**src/hw/rtl/dsq_pkg.sv**
```systemverilog
package dsq_pkg;

	// Queue geometry.
	localparam int DEPTH = 10;
	localparam int CNT_W = $clog2(DEPTH + 1);
	localparam int IDX_W = (DEPTH > 1) ? $clog2(DEPTH) : 1;

	// Byte shown for an empty cell or when nothing was dequeued.
	localparam logic [7:0] EMPTY_MARK = 8'h2D;

	// Action codes. The spare code decodes as a dequeue.
	localparam logic [1:0] ACT_ENQ     = 2'd0;
	localparam logic [1:0] ACT_DEQ     = 2'd1;
	localparam logic [1:0] ACT_ENQ_OVW = 2'd2;
	localparam logic [1:0] ACT_SPARE   = 2'd3;

	// Target codes. The spare code decodes as a balanced choice.
	localparam logic [1:0] TGT_FIRST    = 2'd0;
	localparam logic [1:0] TGT_SECOND   = 2'd1;
	localparam logic [1:0] TGT_BALANCED = 2'd2;
	localparam logic [1:0] TGT_SPARE    = 2'd3;

	// Status codes.
	localparam logic [2:0] ST_ENQ      = 3'd0;
	localparam logic [2:0] ST_DEQ      = 3'd1;
	localparam logic [2:0] ST_ENQ_DROP = 3'd2;
	localparam logic [2:0] ST_FULL     = 3'd3;
	localparam logic [2:0] ST_EMPTY    = 3'd4;

	// Command to one queue.
	typedef struct packed {
		logic shift;
		logic write;
	} dsq_qcmd_t;

	// Control of one cell.
	typedef struct packed {
		logic shift;
		logic load;
	} dsq_cell_ctl_t;

endpackage

```
**src/hw/rtl/dsq_cell.sv**
```systemverilog
module dsq_cell (
	input  logic                   clk,
	input  logic                   arst_n,
	input  dsq_pkg::dsq_cell_ctl_t ctl,
	input  logic [7:0]             next_byte,
	input  logic [7:0]             data,
	output logic [7:0]             byte_q
);

	// A load wins over a shift; on a shift alone the cell takes its neighbor's byte, else it holds.
	always_ff @(posedge clk or negedge arst_n) begin
		if (!arst_n) begin
			byte_q <= dsq_pkg::EMPTY_MARK;
		end else if (ctl.load) begin
			byte_q <= data;
		end else if (ctl.shift) begin
			byte_q <= next_byte;
		end
	end

endmodule

```
**src/hw/rtl/dsq_queue.sv**
```systemverilog
module dsq_queue (
	input  logic                        clk,
	input  logic                        arst_n,
	input  dsq_pkg::dsq_qcmd_t          cmd,
	input  logic [7:0]                  data,
	output logic [dsq_pkg::CNT_W-1:0]   fill_q,
	output logic [7:0]                  head,
	output logic [7:0]                  tail
);

	logic [7:0]                cell_q [dsq_pkg::DEPTH];
	logic [dsq_pkg::IDX_W-1:0] wr_idx;
	logic [dsq_pkg::IDX_W-1:0] tail_idx;

	// A write together with a shift lands in the last cell; otherwise in the first free one.
	assign wr_idx = cmd.shift ? dsq_pkg::IDX_W'(dsq_pkg::DEPTH - 1)
	                          : fill_q[dsq_pkg::IDX_W-1:0];

	// Row of cells; each hands its byte toward the head on a shift.
	for (genvar i = 0; i < dsq_pkg::DEPTH; i++) begin : g_cell
		dsq_pkg::dsq_cell_ctl_t ctl;
		logic [7:0]             next_byte;

		if (i == dsq_pkg::DEPTH - 1) begin : g_last
			assign next_byte = dsq_pkg::EMPTY_MARK;
		end else begin : g_mid
			assign next_byte = cell_q[i+1];
		end

		assign ctl.shift = cmd.shift;
		assign ctl.load  = cmd.write && (wr_idx == dsq_pkg::IDX_W'(i));

		dsq_cell u_cell (
			.clk       (clk),
			.arst_n    (arst_n),
			.ctl       (ctl),
			.next_byte (next_byte),
			.data      (data),
			.byte_q    (cell_q[i])
		);
	end

	// Fill level: a shift with a write keeps it.
	always_ff @(posedge clk or negedge arst_n) begin
		if (!arst_n) begin
			fill_q <= '0;
		end else if (cmd.shift && !cmd.write) begin
			fill_q <= fill_q - dsq_pkg::CNT_W'(1);
		end else if (cmd.write && !cmd.shift) begin
			fill_q <= fill_q + dsq_pkg::CNT_W'(1);
		end
	end

	// Head and tail bytes, shown as the empty mark when nothing is held.
	assign tail_idx = dsq_pkg::IDX_W'(fill_q - dsq_pkg::CNT_W'(1));
	assign head     = (fill_q == '0) ? dsq_pkg::EMPTY_MARK : cell_q[0];
	assign tail     = (fill_q == '0) ? dsq_pkg::EMPTY_MARK : cell_q[tail_idx];

endmodule

```
**src/hw/rtl/dual_shifting_char_queue.sv**
```systemverilog
// Two shifting character queues of dsq_pkg::DEPTH bytes each.
// Input channel: in_valid / in_stall carry action, target and data. An
// operation is a transfer at a rising edge with in_valid high and in_stall low.
// Output channel: out_valid / out_stall carry one result per operation: the
// dequeued byte and flag, a status code, the queue acted on, both fill counts,
// the larger count and the head and tail bytes of both queues after the
// operation.
// Latency: the result is valid in the cycle after the input transfer.
// Throughput: one operation per cycle while in_stall is low. Every queue cell
// loads or shifts at once, so the fill counter update is the only per-item loop.
// While a result waits under out_stall, in_stall is high and the queues hold,
// so the count and head/tail fields stay stable with the result register.
// A result taken in the same cycle frees the block for the next transfer.
// Reset (arst_n low) empties both queues, sets every cell to '-' (0x2D) and
// drops out_valid. No clearing pass is needed afterwards.
module dual_shifting_char_queue (
	input  logic       clk,
	input  logic       arst_n,
	input  logic       in_valid,
	output logic       in_stall,
	input  logic [1:0] action,
	input  logic [1:0] target,
	input  logic [7:0] data,
	output logic       out_valid,
	input  logic       out_stall,
	output logic [7:0] popped,
	output logic       popped_valid,
	output logic [2:0] status,
	output logic       chosen_queue,
	output logic [3:0] first_count,
	output logic [3:0] second_count,
	output logic [3:0] longest_count,
	output logic [7:0] first_head,
	output logic [7:0] first_tail,
	output logic [7:0] second_head,
	output logic [7:0] second_tail
);

	logic                      take;
	logic                      is_deq;
	logic                      is_ovw;
	logic                      sel;
	logic [dsq_pkg::CNT_W-1:0] first_fill;
	logic [dsq_pkg::CNT_W-1:0] second_fill;
	logic [dsq_pkg::CNT_W-1:0] sel_fill;
	logic [dsq_pkg::CNT_W-1:0] longest;
	logic [7:0]                sel_head;
	logic                      sel_empty;
	logic                      sel_full;
	dsq_pkg::dsq_qcmd_t        cmd;
	dsq_pkg::dsq_qcmd_t        first_cmd;
	dsq_pkg::dsq_qcmd_t        second_cmd;
	logic [2:0]                status_d;
	logic                      out_valid_q;
	logic [7:0]                popped_q;
	logic                      popped_valid_q;
	logic [2:0]                status_q;
	logic                      chosen_q;

	// Handshake: hold new operations while a result is stalled.
	assign in_stall = out_valid_q && out_stall;
	assign take     = in_valid && !in_stall;

	// Decode; action code 3 behaves as a dequeue.
	assign is_deq = action[0];
	assign is_ovw = (action == dsq_pkg::ACT_ENQ_OVW);

	// Queue choice; balanced and target code 3 pick by count, ties to the second queue.
	always_comb begin
		case (target)
			dsq_pkg::TGT_FIRST:  sel = 1'b0;
			dsq_pkg::TGT_SECOND: sel = 1'b1;
			default:             sel = is_deq ? !(first_fill > second_fill)
			                                  : !(first_fill < second_fill);
		endcase
	end

	assign sel_fill  = sel ? second_fill : first_fill;
	assign sel_head  = sel ? second_head : first_head;
	assign sel_empty = (sel_fill == '0);
	assign sel_full  = (sel_fill >= dsq_pkg::CNT_W'(dsq_pkg::DEPTH));

	// Command and status for the chosen queue.
	always_comb begin
		cmd = '0;
		if (is_deq) begin
			cmd.shift = !sel_empty;
			status_d  = sel_empty ? dsq_pkg::ST_EMPTY : dsq_pkg::ST_DEQ;
		end else if (sel_full) begin
			cmd.shift = is_ovw;
			cmd.write = is_ovw;
			status_d  = is_ovw ? dsq_pkg::ST_ENQ_DROP : dsq_pkg::ST_FULL;
		end else begin
			cmd.write = 1'b1;
			status_d  = dsq_pkg::ST_ENQ;
		end
	end

	assign first_cmd  = (take && !sel) ? cmd : '0;
	assign second_cmd = (take && sel)  ? cmd : '0;

	dsq_queue u_first (
		.clk    (clk),
		.arst_n (arst_n),
		.cmd    (first_cmd),
		.data   (data),
		.fill_q (first_fill),
		.head   (first_head),
		.tail   (first_tail)
	);

	dsq_queue u_second (
		.clk    (clk),
		.arst_n (arst_n),
		.cmd    (second_cmd),
		.data   (data),
		.fill_q (second_fill),
		.head   (second_head),
		.tail   (second_tail)
	);

	// Result valid flag.
	always_ff @(posedge clk or negedge arst_n) begin
		if (!arst_n) begin
			out_valid_q <= 1'b0;
		end else if (take) begin
			out_valid_q <= 1'b1;
		end else if (!out_stall) begin
			out_valid_q <= 1'b0;
		end
	end

	// Per-operation result fields.
	always_ff @(posedge clk) begin
		if (take) begin
			popped_q       <= cmd.shift && is_deq ? sel_head : dsq_pkg::EMPTY_MARK;
			popped_valid_q <= cmd.shift && is_deq;
			status_q       <= status_d;
			chosen_q       <= sel;
		end
	end

	// Counts come straight from the queues, which hold while the result waits.
	assign longest = (first_fill > second_fill) ? first_fill : second_fill;

	assign out_valid     = out_valid_q;
	assign popped        = popped_q;
	assign popped_valid  = popped_valid_q;
	assign status        = status_q;
	assign chosen_queue  = chosen_q;
	assign first_count   = 4'(first_fill);
	assign second_count  = 4'(second_fill);
	assign longest_count = 4'(longest);

endmodule

```
**config.mk**
```make
export PLATFORM = sky130hd
export DESIGN_NAME = dual_shifting_char_queue
export DESIGN_NICKNAME = d
export VERILOG_FILES = /design/src/hw/rtl/dsq_pkg.sv /design/src/hw/rtl/dsq_cell.sv /design/src/hw/rtl/dsq_queue.sv /design/src/hw/rtl/dual_shifting_char_queue.sv
export SDC_FILE = /design/constraint.sdc
export NUM_CORES = 1
export LEC_CHECK = 0
export BUFFER_PORTS_ARGS = -buffer_cell sky130_fd_sc_hd__clkbuf_2
export CAP_MARGIN = 40
export CORE_UTILIZATION = 63
export DETAILED_ROUTE_END_ITERATION = 10
export PLACE_DENSITY = 0.85
export SYNTH_ARGS = -nofsm -noshare
export SYNTH_HDL_FRONTEND = slang
export SYNTH_SLANG_ARGS = --single-unit
```
**constraint.sdc**
```tcl
create_clock -name clk -period 9.6 [get_ports clk]
set_clock_uncertainty 0.1 [all_clocks]
set_input_delay 0.96 -clock clk [delete_from_list [all_inputs] [get_ports clk]]
set_output_delay 0.96 -clock clk [all_outputs]
set_load 0.03 [all_outputs]
```
==> results.cfg <==
[placement]
dpl_cell_area_um2 = 10900
routabilityCongestion = 0.947
numPortBuffers = 74
dpl.hpwl_um = 18300

[timing]
worstMarginPinSlew_ns = 0.976
whs_ns = 0.330
finalSetupViolCount = 0
hold_violations = 0
slew_headroom_pct = 34.7
fin_crit_ns = 4.82
post-route-period-util_pct = 50.2
clock.fmax_ghz = 0.208
tns_ns = 0
rsz0062_at_grt = false
slew_violations = 0

[global_routing]
grt_max_degree = 101
grt_pass1_wl_um = 44100
grt_pass1_vias = 8005
grt_usage_pct = 33.1
antenna_found_initial = 0
grt_overflow = 0

[finish]
n_antenna_cell = 0
drive_above_1_share_pct = 25.4
nNetsFinal = 1034
fill_cells = 1087
fin_area_um2 = 11500
area_growth_pct = 9.16

[setup_path]
endpoint_kind = flop
crit_path_max_fanout = 59
cp_common_cell = ha_1
cpMaxStageDelayCell = dfrtp_1
r2r.worst_path.cells = 13
critPathLaunch = u_second.fill_q[1]
critical-path-top-delay-family = buffers and inverters
reg2reg_to = u_second.fill_q[3]
worst-setup-path-type = reg -> reg
cpPeakStageDelay_ns = 0.64
worstPathRequired_ns = 9.82
crit_end = u_second.fill_q[3]
r2r_slack_ns = 4.78
r2r_start = u_second.fill_q[1]
crit_chain = inv_1, ha_1, nor2b_4, o211ai_4, a41oi_1, nand3_2, inv_2, buf_4, ha_1, nor3_1, a21oi_1, nor2_1, xnor2_1
path_buf_inv = 3
cp.depth = 13
arrival_ns = 5.03
startpoint_type = flop

[synthesis]
yosysTopAreaCellShare_pct = 21.1
synthCells = 980
ys.flop_type = dfrtp_1
synth_edf_count = 13
yosysMostFrequentCell = mux2i_1
yosysSeqAreaShare_pct = 44.8
synth_area_leaders = dfrtp_1, dfstp_2, mux2i_1, mux4_2, a21oi_1
synth_cell_types = 58
syn_nets = 1006
yosys.area.top_type = dfrtp_1
ys_ff_latch = 182
yosys_warnings = 0
synthTopCellsByCount = mux2i_1, nor2_1, a21oi_1, dfrtp_1, dfstp_2
async_reset_ff_share_pct = 92.9
avgSynthCellArea_um2 = 10.7
netlist_area_um2 = 10500

[run]
drv_cap = 0

[drt]
route.detailed.drc = 0
final_antenna_net_count = 0
viasPerCell = 6.74
routed_wl_um = 27900
drt_iter0_markers = 1023
wl_per_cell_um = 22.5
vias = 8332
firstDrtPassIters = 5

[floorplanning]
boundaryPins = 75
start_util_pct = 65.4
die_h_um = 131
core_um2 = 16100
chipWidth_um = 131
rows = 46
dieArea_um2 = 17200

[power]
power.switching_mw = 2.09
peakVddDrop_mv = 0.330
internal_power_mw = 2.55
power_frac_seq_pct = 33.8
clockPowerShare_pct = 15.0
p_leak_nw = 5.15
power_mw = 4.64
pwr-share-comb_pct = 51.2
switching_share_pct = 45.0
powerDensity_nw_per_um2 = 403

[clock_network]
postCtsHoldBufs = 0
cts-root-buf = clkbuf_16
ctsResizeCount = 0
cts-htree-levels = 4
clk_latency_ns = 0.43
cts_tree = done
cts.sinks = 182
clk_path_buf_depth = 2
cts_setup_buffers = 0
cts_made_buffers = 17
clk_pin_slew_ns = 0.07

[status]
status = completed

[hold_path]
hold_path.class = in -> async
[kinds of logic after synthesis]
group / share of synthesized area (%)
AND/OR/NAND/NOR: 12.9
AO/OA/AOI/OAI: 14.6
multiplexers: 21.5
flip-flops: 44.8
buffers and inverters: 3.81
XOR/XNOR: 1.16
adder cells (fa/ha/maj): 1.19
[sequential cells by signal, indices dropped and copies added, names as in the netlist]
signal                         flops
u_second.g_cell.u_cell.byte_q     80
out_valid                          1
u_first.g_cell.u_cell.byte_q      80
popped                             8
popped_valid                       1
u_second.fill_q                    4
chosen_queue                       1
u_first.fill_q                     4
status                             3
[routing by layer]
metal / part of all wire [%] / global-route usage, % / vias up
li1: - / - / 3630
met3: 8.4 / 6.25 / 78
met1: 42 / 46.7 / 4119
met5: 0 / 0 / -
met4: 3.1 / 12.5 / 0
met2: 47 / 51.1 / 505
[final cells by class]
class                      instances  area (µm²)  share of cell area [%]
multi-input combinational        713        5420                    47.1
sequential                       182        4720                    41.1
timing repair buffer              84         472                    4.10
clock buffer                      20         468                    4.07
tap                              216         270                    2.35
clock inverter                    12         113                   0.979
inverter                          10        37.5                   0.326
[per-stage QoR]
stage          cells  setup slack (ns)  utilization [%]
2_1_floorplan    980              5.29                -
3_3_place_gp    1202              5.21             67.5
3_5_place_dp    1205              5.02             67.7
4_1_cts         1237              4.88             71.4
5_1_grt         1237              4.58             71.4
6_report        1237              4.78             71.4
[power by group through the flow]
stage                     clock network (mW)  logic [mW]  registers (mW)
after floorplan                            0        1.78            1.46
after CTS                              0.698        2.35            1.55
final                                  0.698        2.37            1.57
after global placement                     0        2.26            1.53
after detailed placement                   0        2.32            1.55
after global routing                   0.731        2.52            1.60
[cell usage in the layout (no fill, tap or decap), types with 9 or more instances in the layout]
master,count
nand2_1,52
a21oi_1,92
ha_1,10
clkbuf_2,73
nand2b_1,9
nand3_1,14
a221o_1,24
mux2i_1,149
edfxtp_1,13
nor2_1,116
a22o_1,16
buf_4,9
dfrtp_1,87
mux4_2,32
o21ai_1,11
and2_1,40
xnor2_1,9
a21o_1,9
o21ai_0,34
dfstp_2,80
clkbuf_16,18
[worst min-delay path by stage]
stage                                   startpoint                                   to  slack, ns  cells after the start
2_1_floorplan  u_second.g_cell[9].u_cell.byte_q[0]  u_second.g_cell[8].u_cell.byte_q[0]       0.35                      2
3_3_place_gp   u_second.g_cell[9].u_cell.byte_q[5]  u_second.g_cell[8].u_cell.byte_q[5]       0.36                      2
3_5_place_dp   u_second.g_cell[9].u_cell.byte_q[2]  u_second.g_cell[8].u_cell.byte_q[2]       0.37                      2
4_1_cts                                     arst_n   u_first.g_cell[5].u_cell.byte_q[6]       0.34                      1
5_1_grt                                     arst_n   u_first.g_cell[5].u_cell.byte_q[6]       0.35                      1
6_report                                    arst_n   u_first.g_cell[5].u_cell.byte_q[6]       0.33                      1
[worst register-to-register path, delay by kind of cell (launching register included)]
kind	cells	cell delay [ns]
AOI/OAI and AO/OA	3	0.72
xor gates and xnor gates	1	0.13
adders and majority gates	2	0.76
buffers and inverters	3	1.37
DFF	1	0.64
and+or+nand+nor	4	0.98
Power figures use the tool's default switching activity.
